### src/hw/rtl/sle_pkg.sv
// ---------------------------------------------------------------------------
// sle_pkg
// shared types, constants and the key translation table of the line editor
// ---------------------------------------------------------------------------
`default_nettype none

package sle_pkg;

  localparam int LINE_DEPTH = 64;
  localparam int ADDR_W     = $clog2(LINE_DEPTH);
  localparam int CNT_W      = $clog2(LINE_DEPTH + 1);
  localparam int CHAR_W     = 7;

  // scan code set 1 key numbers
  localparam logic [6:0] KEY_LIMIT  = 7'd58;
  localparam logic [6:0] KEY_LSHIFT = 7'h2A;
  localparam logic [6:0] KEY_RSHIFT = 7'h36;
  localparam logic [6:0] KEY_BKSP   = 7'h0E;
  localparam logic [6:0] KEY_CAPS   = 7'h3A;
  localparam logic [6:0] KEY_ENTER  = 7'h1C;

  // configuration register indexes
  localparam logic REG_ECHO = 1'b0;
  localparam logic REG_LINE = 1'b1;

  typedef enum logic [1:0] {
    KIND_ECHO  = 2'd0,
    KIND_ERASE = 2'd1,
    KIND_LINE  = 2'd2,
    KIND_EMPTY = 2'd3
  } kind_t;

  typedef logic [CHAR_W-1:0] char_t;

  // key number to ascii, zero where the key has no character
  localparam char_t KEY_TABLE [0:58] = '{
    7'h00, 7'h00, 7'h31, 7'h32, 7'h33, 7'h34, 7'h35, 7'h36,
    7'h37, 7'h38, 7'h39, 7'h30, 7'h2D, 7'h3D, 7'h00, 7'h09,
    7'h71, 7'h77, 7'h65, 7'h72, 7'h74, 7'h79, 7'h75, 7'h69,
    7'h6F, 7'h70, 7'h5B, 7'h5D, 7'h0A, 7'h00, 7'h61, 7'h73,
    7'h64, 7'h66, 7'h67, 7'h68, 7'h6A, 7'h6B, 7'h6C, 7'h3B,
    7'h27, 7'h60, 7'h00, 7'h5C, 7'h7A, 7'h78, 7'h63, 7'h76,
    7'h62, 7'h6E, 7'h6D, 7'h2C, 7'h2E, 7'h2F, 7'h00, 7'h00,
    7'h00, 7'h20, 7'h00
  };

endpackage

`default_nettype wire

### src/hw/rtl/sle_ram.sv
// ---------------------------------------------------------------------------
// sle_ram
// generic single-port ram, one optional write and one registered read per cycle
// ---------------------------------------------------------------------------
`default_nettype none

module sle_ram #(
  parameter int WIDTH = 8,
  parameter int DEPTH = 64
) (
  input  wire logic                     clk,
  input  wire logic                     we,
  input  wire logic [$clog2(DEPTH)-1:0] addr,
  input  wire logic [WIDTH-1:0]         wdata,
  output logic      [WIDTH-1:0]         rdata
);

  logic [WIDTH-1:0] mem [0:DEPTH-1];

  always_ff @(posedge clk) begin
    if (we) begin
      mem[addr] <= wdata;
    end
    rdata <= mem[addr];
  end

endmodule

`default_nettype wire

### src/hw/rtl/scancode_line_editor.sv
// ---------------------------------------------------------------------------
// scancode_line_editor
// set-1 scan codes in, echo / erase events and completed lines out
// ---------------------------------------------------------------------------
// decode: a code is taken in S_IDLE and decoded in S_DECODE, which waits for
//   a free output and then loads a single echo or erase result into the output
//   register; a new code is taken only in S_IDLE, after the last is decoded;
//   Enter streams a stored line out of the single ram port, alternating S_READ
//   and S_LOAD per character; S_LOAD waits while the output is stalled
// reset: rst clears the flags, the fill count, the sequencer and the output
//   valid; the line store is not cleared, only written entries are ever read
// ---------------------------------------------------------------------------
`default_nettype none

module scancode_line_editor
  import sle_pkg::*;
(
  input  wire logic       clk,
  input  wire logic       rst,
  // input stream
  input  wire logic       s_tvalid,
  output logic            s_tready,
  input  wire logic [7:0] s_tdata,   // [7:0] scan_code
  // result stream
  output logic            m_tvalid,
  input  wire logic       m_tready,
  output logic [7:0]      m_tdata,   // [6:0] char_code, [7] zero
  output logic [1:0]      m_tuser,   // [1:0] kind
  output logic            m_tlast,   // last
  // configuration writes
  input  wire logic       cfg_we,
  input  wire logic       cfg_index,
  input  wire logic       cfg_data
);

  // sequencer: take a code, decode it, and for Enter alternate ram read and
  // output load until the whole line has gone out
  typedef enum logic [3:0] {
    S_IDLE   = 4'b0001,
    S_DECODE = 4'b0010,
    S_READ   = 4'b0100,
    S_LOAD   = 4'b1000
  } state_t;

  state_t            state, state_next;
  logic [7:0]        code;
  logic [CNT_W-1:0]  fill, fill_next;
  logic [ADDR_W-1:0] rd_idx, rd_idx_next;
  logic              shift_held, shift_held_next;
  logic              caps_on, caps_on_next;
  logic              echo_enable, line_enable;

  // output register
  logic              load;
  kind_t             load_kind;
  char_t             load_char;
  logic              load_last;
  logic              out_free;

  // line store port
  logic              ram_we;
  logic [ADDR_W-1:0] ram_addr;
  char_t             ram_rdata;

  // decode of the held code
  logic [6:0]        key;
  logic              down;
  char_t             raw_char;
  char_t             key_char;
  logic              printable;
  logic              line_full;
  logic              is_last;

  assign s_tready = (state == S_IDLE);
  assign out_free = !m_tvalid || m_tready;

  assign key  = code[6:0];
  assign down = !code[7];

  // table lookup only meaningful for keys up to the limit
  always_comb begin
    raw_char = '0;
    if (key <= KEY_LIMIT) begin
      raw_char = KEY_TABLE[key[5:0]];
    end
  end

  // case flip: lower-case letters become upper when shift and caps differ
  always_comb begin
    key_char = raw_char;
    if ((shift_held != caps_on) && (raw_char >= 7'h61) && (raw_char <= 7'h7A)) begin
      key_char = raw_char ^ 7'h20;
    end
  end

  assign printable = (key_char >= 7'h20) && (key_char != 7'h7F);
  assign line_full = (fill == CNT_W'(LINE_DEPTH));
  assign is_last   = ((CNT_W'(rd_idx) + CNT_W'(1)) == fill);

  always_comb begin
    state_next      = state;
    fill_next       = fill;
    rd_idx_next     = rd_idx;
    shift_held_next = shift_held;
    caps_on_next    = caps_on;
    load            = 1'b0;
    load_kind       = KIND_ECHO;
    load_char       = '0;
    load_last       = 1'b1;
    ram_we          = 1'b0;
    ram_addr        = rd_idx;

    unique case (state)
      S_IDLE: begin
        if (s_tvalid) begin
          state_next = S_DECODE;
        end
      end

      // wait for a free output so that any single result can be loaded
      S_DECODE: begin
        if (out_free) begin
          state_next = S_IDLE;
          if (key > KEY_LIMIT) begin
            // ignored code
          end else if ((key == KEY_LSHIFT) || (key == KEY_RSHIFT)) begin
            shift_held_next = down;
          end else if (!down) begin
            // release of any other key
          end else if (key == KEY_BKSP) begin
            if (fill != '0) begin
              fill_next = fill - 1'b1;
              load      = echo_enable;
              load_kind = KIND_ERASE;
            end
          end else if (key == KEY_CAPS) begin
            caps_on_next = !caps_on;
          end else if (key == KEY_ENTER) begin
            if (!line_enable) begin
              fill_next = '0;
            end else if (fill == '0) begin
              load      = 1'b1;
              load_kind = KIND_EMPTY;
            end else begin
              rd_idx_next = '0;
              state_next  = S_READ;
            end
          end else if (printable && !line_full) begin
            ram_we    = 1'b1;
            ram_addr  = fill[ADDR_W-1:0];
            fill_next = fill + 1'b1;
            load      = echo_enable;
            load_kind = KIND_ECHO;
            load_char = key_char;
          end
        end
      end

      // address presented this cycle, data registered for the next
      S_READ: begin
        state_next = S_LOAD;
      end

      S_LOAD: begin
        if (out_free) begin
          load      = 1'b1;
          load_kind = KIND_LINE;
          load_char = ram_rdata;
          load_last = is_last;
          if (is_last) begin
            fill_next  = '0;
            state_next = S_IDLE;
          end else begin
            rd_idx_next = rd_idx + 1'b1;
            state_next  = S_READ;
          end
        end
      end

      default: begin
        state_next = S_IDLE;
      end
    endcase
  end

  sle_ram #(
    .WIDTH (CHAR_W),
    .DEPTH (LINE_DEPTH)
  ) u_line_store (
    .clk   (clk),
    .we    (ram_we),
    .addr  (ram_addr),
    .wdata (key_char),
    .rdata (ram_rdata)
  );

  // control state
  always_ff @(posedge clk) begin
    if (rst) begin
      state       <= S_IDLE;
      fill        <= '0;
      rd_idx      <= '0;
      shift_held  <= 1'b0;
      caps_on     <= 1'b0;
      echo_enable <= 1'b0;
      line_enable <= 1'b0;
      m_tvalid    <= 1'b0;
    end else begin
      state      <= state_next;
      fill       <= fill_next;
      rd_idx     <= rd_idx_next;
      shift_held <= shift_held_next;
      caps_on    <= caps_on_next;
      if (load) begin
        m_tvalid <= 1'b1;
      end else if (m_tready) begin
        m_tvalid <= 1'b0;
      end
      if (cfg_we) begin
        unique case (cfg_index)
          REG_ECHO: echo_enable <= cfg_data;
          REG_LINE: line_enable <= cfg_data;
          default:  ;
        endcase
      end
    end
  end

  // payload registers, no reset needed
  always_ff @(posedge clk) begin
    if (s_tvalid && s_tready) begin
      code <= s_tdata;
    end
    if (load) begin
      m_tdata <= {1'b0, load_char};
      m_tuser <= load_kind;
      m_tlast <= load_last;
    end
  end

endmodule

`default_nettype wire
### config.mk
export PLATFORM = sky130hd
export DESIGN_NAME = scancode_line_editor
export DESIGN_NICKNAME = d
export VERILOG_FILES = /design/src/hw/rtl/sle_pkg.sv /design/src/hw/rtl/sle_ram.sv /design/src/hw/rtl/scancode_line_editor.sv
export SDC_FILE = /design/constraint.sdc
export NUM_CORES = 1
export LEC_CHECK = 0
export BUFFER_PORTS_ARGS = -buffer_cell sky130_fd_sc_hd__buf_2
export CORE_MARGIN = 4
export CORE_UTILIZATION = 36
export CTS_CLUSTER_DIAMETER = 30
export DETAILED_ROUTE_END_ITERATION = 10
export PLACE_DENSITY = 0.62
export RECOVER_POWER = 25
export SETUP_SLACK_MARGIN = 0.4
export SYNTH_ARGS = -nofsm -noshare
export SYNTH_HDL_FRONTEND = slang
export SYNTH_SLANG_ARGS = --single-unit
### constraint.sdc
create_clock -name clk -period 11.2 [get_ports clk]
set_clock_uncertainty 0.05 [all_clocks]
set_input_delay 1.12 -clock clk [delete_from_list [all_inputs] [get_ports clk]]
set_output_delay 1.12 -clock clk [all_outputs]
set_load 0.02 [all_outputs]
Word-level counts from Yosys, hierarchy flattened
Memories as Yosys holds them, arrays and structs flattened. A register that Yosys moved wholly into a read port is not among the register bits.
Cells that the tools add are included.

storage, ports and cells
  flip-flop bits (word level) = 40
  bits in writable memories = 448
  ROM bits = 448
  input port bits = 15
  output and inout bits = 13
  word-level logic and storage cells = 183
  memories kept = 2

operators by class
  add/sub/neg operators = 4
  $lt $le $gt $ge = 6
  eq/ne operators = 30
  mux-type cells = 99
  bitwise logic cells = 7
  reductions and logical operators = 23

memories
  memory            words  bits a word  rd ports  clocked after memory_dff  write ports  line                        text
  (no name shown)   64     7            1         0                         0            scancode_line_editor.sv:84  raw_char = KEY_TABLE[key[5:0]];
  u_line_store.mem  64     7            1         1                         1            sle_ram.sv:18               logic [WIDTH-1:0] mem [0:DEPTH-1];

operators by type and width
  kind                                                                                  count
  7-bit two-way mux                                                                     24
  6-bit two-way mux                                                                     21
  7-bit case mux with 2 select lines                                                    2
  3-bit two-way mux                                                                     9
  1-bit two-way mux                                                                     26
  2-bit inequality test (second input constant)                                         13
  7-bit by 6-bit equality test with 1-bit output (second input constant)                3
  2-bit two-way mux                                                                     10
  4-bit case mux with 4 select lines                                                    1
  7-bit greater-or-equal comparator (second input constant)                             2
  4-bit two-way mux                                                                     3
  6-bit case mux with 2 select lines                                                    1
  12-bit AND reduction                                                                  1
  11-bit AND reduction                                                                  1
  4-bit inequality test (second input constant)                                         2
  6-bit by 1-bit adder with 7-bit output (second input constant)                        1
  7-bit by 1-bit adder with 7-bit output (second input constant)                        1
  7-bit by 4-bit equality test with 1-bit output (second input constant)                1
  7-bit by 5-bit equality test with 1-bit output (second input constant)                1
  7-bit equality test                                                                   1
  7-bit equality test (second input constant)                                           1
  7-bit by 6-bit greater-or-equal comparator with 1-bit output (second input constant)  1
  7-bit by 6-bit greater-than comparator with 1-bit output (second input constant)      1
  7-bit by 6-bit <= comparator with 1-bit output (second input constant)                1
  other kinds (24)                                                                      41

Longest topological paths before layout
Gate-level depths: netlist (run 1).

  depth in word-level cells = 23
  gate-level depth with buffers = 20
  gate-level depth less buffers = 14

By module
A second synthesis (run 1) with hierarchy kept.

second synthesis, totals
  cell total of the unflattened synthesis = 1,457
  area total of the unflattened synthesis = 21,170.3 um^2

by module, submodules not included
  module                instances  cells each  area each (um^2)
  sle_ram               1          1,058       17,770.8
  scancode_line_editor  1          399         3,399.5

Worst setup path after synthesis (run 1)
Ideal clock, no wire load.

  path type = reg-to-reg
  from = reg code[1]
  to = mem u_line_store.mem[0][5] (netlist bit), data pin
  setup time = 0.732 ns
  arrival = 5.283 ns
  setup slack = 5.136 ns
  cell stages (with the launch flop) = 10
  buffers on the path = 0
  clock period less this slack = 6.064 ns
  cell sequence = edfxtp_1 inv_1 ha_1 nor2_1 a221oi_1 o21ai_0 o21ai_0 and2_1 nand3_1 a211oi_1

between the ends
  word-level cells in the longest chain between the ends = 9
  elaborated cells on any way between the ends = 12
  those cells by class = 3 x order compare; 4 x mux; 2 x bitwise; 2 x reduce/logical; 1 x memory

ends and longest elaborated chain
  element                                                 line                         text
  start, declared                                         scancode_line_editor.sv:46   logic [7:0] code;
  start signal, assigned                                  scancode_line_editor.sv:232  code <= s_tdata;
  6-bit inverter with 7-bit output (implied by the code)  scancode_line_editor.sv:84
  memory read 64 x 7 bit                                  --
  7-bit two-way mux (implied by the code) (2 in series)   scancode_line_editor.sv:84
  7-bit two-way mux (*)                                   scancode_line_editor.sv:83   if (key <= KEY_LIMIT) begin
  7-bit greater-or-equal comparator                       scancode_line_editor.sv:91   if ((shift_held != caps_on) && (raw_char >= 7'h61) && (raw_char <= 7'h7A)) begin
  1-bit logical AND (2 in series)                         scancode_line_editor.sv:91
  6-bit two-way mux (*)                                   scancode_line_editor.sv:91
  net key_char[5]                                         scancode_line_editor.sv:69   char_t key_char;
  end, declared                                           sle_ram.sv:18

Mark *: on every way through the listed nets, which the timed path passes. The rest lies on a longest branch. The select of a mux whose other input is x is not followed.

Worst setup path after layout (run 1)
  from = reg code[2]
  to = reg u_line_store.rdata[4] (read register of u_line_store.mem)

between the ends
  word-level cells in the longest chain between the ends = 21
  elaborated cells on any way between the ends = 32
  those cells by class = 5 x order compare; 6 x eq/ne; 13 x mux; 2 x bitwise; 5 x reduce/logical; 1 x memory

ends and longest elaborated chain
  element                                                                                                       line                         text
  6-bit inverter with 7-bit output (implied by the code)                                                        scancode_line_editor.sv:84
  memory read 64 x 7 bit                                                                                        --
  7-bit two-way mux (implied by the code) (2 in series)                                                         scancode_line_editor.sv:84
  7-bit two-way mux                                                                                             scancode_line_editor.sv:83
  7-bit greater-or-equal comparator                                                                             scancode_line_editor.sv:91
  1-bit logical AND (2 in series)                                                                               scancode_line_editor.sv:91
  6-bit two-way mux                                                                                             scancode_line_editor.sv:91
  7-bit by 6-bit greater-or-equal comparator with 1-bit output / 7-bit inequality test (equally long branches)  scancode_line_editor.sv:96   assign printable = (key_char >= 7'h20) && (key_char != 7'h7F);
  [3 not listed]                                                                                                --
  6-bit two-way mux                                                                                             scancode_line_editor.sv:138  end else if (key == KEY_ENTER) begin
  6-bit two-way mux                                                                                             scancode_line_editor.sv:136  end else if (key == KEY_CAPS) begin
  6-bit two-way mux                                                                                             scancode_line_editor.sv:130  end else if (key == KEY_BKSP) begin
  6-bit two-way mux                                                                                             scancode_line_editor.sv:128  end else if (!down) begin
  6-bit two-way mux                                                                                             scancode_line_editor.sv:126  end else if ((key == KEY_LSHIFT) || (key == KEY_RSHIFT)) begin
  6-bit two-way mux (*)                                                                                         scancode_line_editor.sv:124  if (key > KEY_LIMIT) begin
  6-bit two-way mux (*)                                                                                         scancode_line_editor.sv:122  if (out_free) begin
  6-bit two-way mux (*)                                                                                         scancode_line_editor.sv:113  unique case (state)
  end, declared                                                                                                 sle_ram.sv:15                output logic [WIDTH-1:0] rdata

Every way passes the cells marked *; elsewhere a longest branch is shown, timed or not. The select of a mux whose other input is x is not followed.
A chain may end at the register's enable or synchronous reset.

==> results of run 1 <==
-- registers in the layout, indices dropped and copies added, names as in the netlist, 2 cells and up --
signal              flops
u_line_store.mem      448
code                    8
fill                    7
m_tdata                 7
u_line_store.rdata      7
rd_idx                  6
state                   4
m_tuser                 2
-- cell usage after synthesis, types with 5 or more instances --
cell type	instances	area share, %
a31oi_1	18	0.54
a22oi_1	20	0.72
dfxtp_1	29	2.8
xnor2_1	8	0.34
buf_2	14	0.34
a22o_1	11	0.46
edfxtp_1	466	67
nor3_1	29	0.70
or2_2	8	0.24
nand4b_1	5	0.21
o22a_1	8	0.34
ha_1	16	0.96
nand4_1	6	0.18
a2111oi_0	8	0.34
nor4_1	11	0.33
nand3_1	16	0.38
a222oi_1	55	2.6
and2_1	8	0.24
inv_1	12	0.22
nand2b_1	16	0.48
buf_4	6	0.22
o32ai_1	8	0.34
a211oi_1	5	0.18
or4_1	6	0.22
nand2_1	135	2.4
and3_1	13	0.39
a221oi_1	5	0.21
nor2b_1	23	0.69
nor2_1	105	1.9
o211ai_1	9	0.32
clkbuf_1	58	1.0
o22ai_1	14	0.42
mux2_2	14	0.76
or3_1	9	0.27
a21oi_1	77	1.9
o21ai_0	44	1.1
mux2i_1	84	4.0
o31ai_1	7	0.25
nor3b_1	6	0.22
-- stage by stage --
step                area (um2)  utilization [%]  power (mW)  worst slack [ns]
floorplan                20800                -        2.20              5.14
global placement         21900             38.5        2.26              4.49
detailed placement       21900             38.5        2.26              4.41
CTS                      25100             44.3        5.08              4.38
global route             25100             44.2        5.19              3.79
finish                   25100             44.2        5.05              4.20
-- metal layers --
| layer | share of wire [%] | track usage (%) |
|---|---|---|
| met5 | 0 | 0 |
| met2 | 46 | 28.8 |
| met1 | 41 | 25.1 |
| met4 | 3.6 | 7.36 |
| met3 | 9.4 | 4.88 |
-- where the power goes --
part           switching, mW  total (mW)  internal [mW]
combinational          0.114       0.144         0.0300
clock                  0.974        2.81           1.84
sequential            0.0123        2.09           2.08
total                   1.10        5.05           3.95
-- worst paths after layout --
check	startpoint	endpoint	slack, ns	cells past startpoint
worst max-delay path	code[2]$_DFFE_PP_	u_line_store.rdata[4]$_DFF_P_	4.20	16
worst min-delay path	line_enable$_SDFFE_PP0P_	line_enable$_SDFFE_PP0P_	0.44	2
worst max register to register	code[2]$_DFFE_PP_	u_line_store.rdata[4]$_DFF_P_	4.20	16
worst min register to register	line_enable$_SDFFE_PP0P_	line_enable$_SDFFE_PP0P_	0.44	2
-- critical path, stage by stage, from the launching register on --
cell and delay, ns:
edfxtp_1 0.91, inv_1 0.39, ha_1 0.37, mux4_2 0.45
mux2_2 0.33, a31o_2 0.24, nand2b_2 0.22, a21oi_4 0.11
buf_4 0.30, mux2i_4 0.27, buf_4 0.54, buf_4 0.74
mux2i_1 0.28, o22ai_1 0.10, a2111oi_0 0.66, o211ai_1 0.23
or4_1 0.57
-- cell type report --
cell class              instances  share of cell area [%]
inverters                      13                   0.194
flip-flops and latches        495                    58.0
multi-input cells             879                    23.5
well taps                     756                    3.77
clock buffers                 107                    9.90
clock inverters                72                    3.13
repair buffers                 61                    1.46
-- kinds of logic after synthesis --
group / count (synthesis) / synth area share (%)
AND/OR/NAND/NOR: 415 / 9.80
AO/OA/AOI/OAI: 335 / 11.7
flip-flops: 495 / 70.0
XOR/XNOR: 12 / 0.505
buffers and inverters: 97 / 2.05
adder cells (fa/ha/maj): 16 / 0.962
multiplexers: 100 / 4.98
other: 1 / 0.0180
==> run metrics, run 1 <==
status complete, but fails checks; failing checks capacitance limit, slew limit; fin crit share 62.5%; Post-CTS Setup Inserts 0; register area share after synthesis 70.0%; fmax 143 MHz; MaxCap Viol Count 4; VDD IR max 0.117 mV; vias post-DR 13700; H-tree Lvls 3; worst rel slew slack -126%; Post-Syn Area 20800 um2; setup tns final 0 ns; largest net degree at the start of global routing 66; area of the multi-input gates 5900 um2; post-synthesis sequential element count 495; WL final 59.6 mm; vias in the first global route 13300; fill count 5036; final non-filler cell total 2383; Leak 8.59 nW; clock insertion delay at the later pin of the skew report 0.63 ns; crit path capture type flop; Hold WC Path Type reg2reg; post-synth cell types 79; Yosys warning count 0; clock buffer depth 3; CP arrival 7.45 ns; Synth Flop Type edfxtp_1; worst setup path class reg2reg; fraction of registers with async set/reset 0%; DIE AREA 61700 um2; drt first pass iters 9; placed insts 2204; wire per inst 25.0 um; CTS buffer count 96; Cell Rows 87; Iter 0 DRT Violations 1823; CTS tree yes; GRT Total Usage 18.6%; pwr/cell area 201 nW/um2; grt ovf 0; maximum fanout along the worst path 50; commonest non-fill, non-tap cell in the layout edfxtp_1; Sequential cell area 14600 um2; worst path required time 11.65 ns; crit path time final 7.00 ns; Syn Nets 1502; startpoint types flop; Cells after Synth 1471; first-pass GRT wire length 87.9 mm; most frequent cells in the layout 466 x edfxtp_1, 135 x nand2_1, 103 x nor2_1, 97 x clkbuf_16, 79 x mux2i_1; final setup violation count 0; Worst-path clk slew 0.05 ns; Hold Vio Cnt, Final 0; # resized after CTS 0; vias per inst 5.73; core box area 56800 um2; clock sinks 495; syn_area_per_cell 14.2 um2; DRT antenna net count 0; Worst Tran Pin Value 3.39 ns; unrepaired setup endpoints after global routing no; Post-synth EDFFs 466; Ant. Diodes 0; initial antenna violation count 0; starting density of the core 36.6%; DRC 0; fraction of layout cells with a size suffix above 1 15.9%; DP Wirelength 36.9 mm; worst hold slack 0.437 ns; root buf cell clkbuf_16; # IOs 28; I/O Buffers 26; Hold-fix buffers, CTS 0; die height 248 um; area delta synth->final 20.6%; Die Width 248 um; Final nets 1577; Final Max Tran Viols 222; gpl congestion 0.864
Power figures use the tool's default switching activity.
==> inputs of run 2 (changes only) <==
==> constraint.sdc (replaced) <==
create_clock -name clk -period 7.1 [get_ports clk]
set_clock_uncertainty 0.05 [all_clocks]
set_input_delay 0.71 -clock clk [delete_from_list [all_inputs] [get_ports clk]]
set_output_delay 0.71 -clock clk [all_outputs]
set_load 0.02 [all_outputs]
==> run metrics, run 2 (same netlist as run 1, synthesis figures left out) <==
fmax 157 MHz (+10%); # IOs 28 (unchanged); clock sinks 495 (unchanged); vias post-DR 13900 (+1.9%); vias per inst 5.80 (+1.3%); Hold Vio Cnt, Final 0 (unchanged); Tot Pwr 8.50 mW (+68%); worst hold slack 0.207 ns (-0.231 ns); crit path time final 6.35 ns (-0.651 ns); commonest non-fill, non-tap cell in the layout edfxtp_1; CP arrival 6.77 ns (-0.68 ns); die height 248 um (unchanged); fill count 4988 (-0.95%); I/O Buffers 26 (unchanged); Iter 0 DRT Violations 1880 (+3.1%); GRT Total Usage 18.9% (+0.35 points); Sequential cell area 14600 um2 (unchanged); initial antenna violation count 1 (+1); H-tree Lvls 3 (unchanged); first-pass GRT wire length 89.5 mm (+1.9%); max reg flops 448 (unchanged); gpl congestion 0.910 (+5.3%); starting density of the core 36.6% (unchanged); Worst-path clk slew 0.05 ns (about the same); wire per inst 25.1 um (+0.27%); core box area 56800 um2 (unchanged); clock buffer depth 3 (unchanged); Hold WC Path Type in2reg; final setup violation count 0 (unchanged); startpoint types flop; dpl cell area 21900 um2 (+0.31%); root buf cell clkbuf_16; largest net degree at the start of global routing 66 (unchanged); Cell Rows 87 (unchanged); WL final 60.2 mm (+0.90%); VDD IR max 0.207 mV (+77%); DRT antenna net count 0 (unchanged); area of the multi-input gates 5910 um2 (+0.11%); DRC 0 (unchanged); Ant. Diodes 0 (unchanged); pwr/cell area 333 nW/um2 (+66%); post-route cell area 25500 um2 (+1.8%); CTS buffer count 99 (+3.1%); unrepaired setup endpoints after global routing no; vias in the first global route 13700 (+3.1%); clock insertion delay at the later pin of the skew report 0.65 ns (+0.02 ns); Final Max Tran Viols 196 (-12%); worst path required time 7.52 ns (-4.13 ns); DP Wirelength 37.4 mm (+1.4%); CTS tree yes; Die Width 248 um (unchanged); worst rel slew slack -125% (+0.92 points); grt ovf 0 (unchanged); M1 GR Usage 25.5% (+0.40 points); status complete, but fails checks; MaxCap Viol Count 3 (-1); largest reg by FF count u_line_store.mem; maximum fanout along the worst path 65 (+30%); GR Util met3 4.67% (-0.21 points); busiest metal layer after global routing met2; worst setup path class reg2reg; met2 Use GR 30.0% (+1.2 points); area delta synth->final 22.7%; fin crit share 89.5% (+27 points); fraction of layout cells with a size suffix above 1 16.9% (+1.1 points); DIE AREA 61700 um2 (unchanged); most frequent cells in the layout 466 x edfxtp_1, 135 x nand2_1, 103 x nor2_1, 101 x clkbuf_16, 79 x mux2i_1; crit path capture type flop; drt first pass iters 6 (-3); Leak 8.82 nW (+2.7%); Final nets 1589 (+0.76%); failing checks capacitance limit, slew limit; setup tns final 0 ns (unchanged); Worst Tran Pin Value 3.38 ns (-0.0139 ns); Post-CTS Setup Inserts 0 (unchanged); Regs by FF count u_line_store.mem (448), code (8)
## run 2: cell types whose count changed in the layout (fill, tap and decap cells not counted), sizes merged
cell,previous run,this run
clkbuf,123,126
bufinv,10,21
clkinvlp,16,12
clkinv,44,37
inv,15,18
buf,45,54
## run 2: layer usage
metal  vias to the layer above  wire length [um]
li1                       6032                 -
met1                      6990             24300
met2                       738             28100
met3                       153              5750
met4                         2              1990
met5                         -                13
## run 2: area by class of cell
class | instances | share of cell area, %
clock buffers | 110 | 10.1
inverters | 13 | 0.191
well taps | 756 | 3.70
multi-input cells | 879 | 23.1
clock inverters | 75 | 4.09
repair buffers | 70 | 1.69
flip-flops and latches | 495 | 57.0
## run 2: path summary, 6_finish.rpt
check             slack, ns  cells after the start                      from                        to
setup / recovery       0.75                     10         code[3]$_DFFE_PP_      m_tdata[5]$_DFFE_PP_
hold / removal         0.21                      1                s_tdata[1]         code[1]$_DFFE_PP_
setup reg to reg       0.75                     10         code[3]$_DFFE_PP_      m_tdata[5]$_DFFE_PP_
hold reg to reg        0.44                      2  line_enable$_SDFFE_PP0P_  line_enable$_SDFFE_PP0P_
## run 2: repair_timing
item	in CTS	in global routing
endpoints found under the setup margin	0	1
hold buffers	0	0
resized for setup	0	2
## run 2: worst max-delay path, cell delays in order, from the launching register on
cell and delay [ns]:
edfxtp_1 1.00, nor2b_1 0.23, nor3_1 0.22, a31oi_1 0.06
o21ai_0 0.69, and2_2 0.26, clkbuf_1 2.07, nand3_1 0.38
a211oi_4 0.31, buf_4 0.60, a22o_1 0.28
## run 2: where the power goes
part | switching, mW | internal (mW) | total [mW]
combinational | 0.181 | 0.0480 | 0.229
sequential | 0.0165 | 3.27 | 3.29
clock | 1.58 | 3.40 | 4.98
total | 1.78 | 6.72 | 8.50
## run 2: stage by stage
stage               instances  setup WS, ns  util [%]
floorplan                1471          1.04         -
global placement         2213         0.880      38.6
detailed placement       2213         0.779      38.6
CTS                      2398         0.767      45.0
global route             2398         0.380      45.0
finish                   2398         0.747      45.0
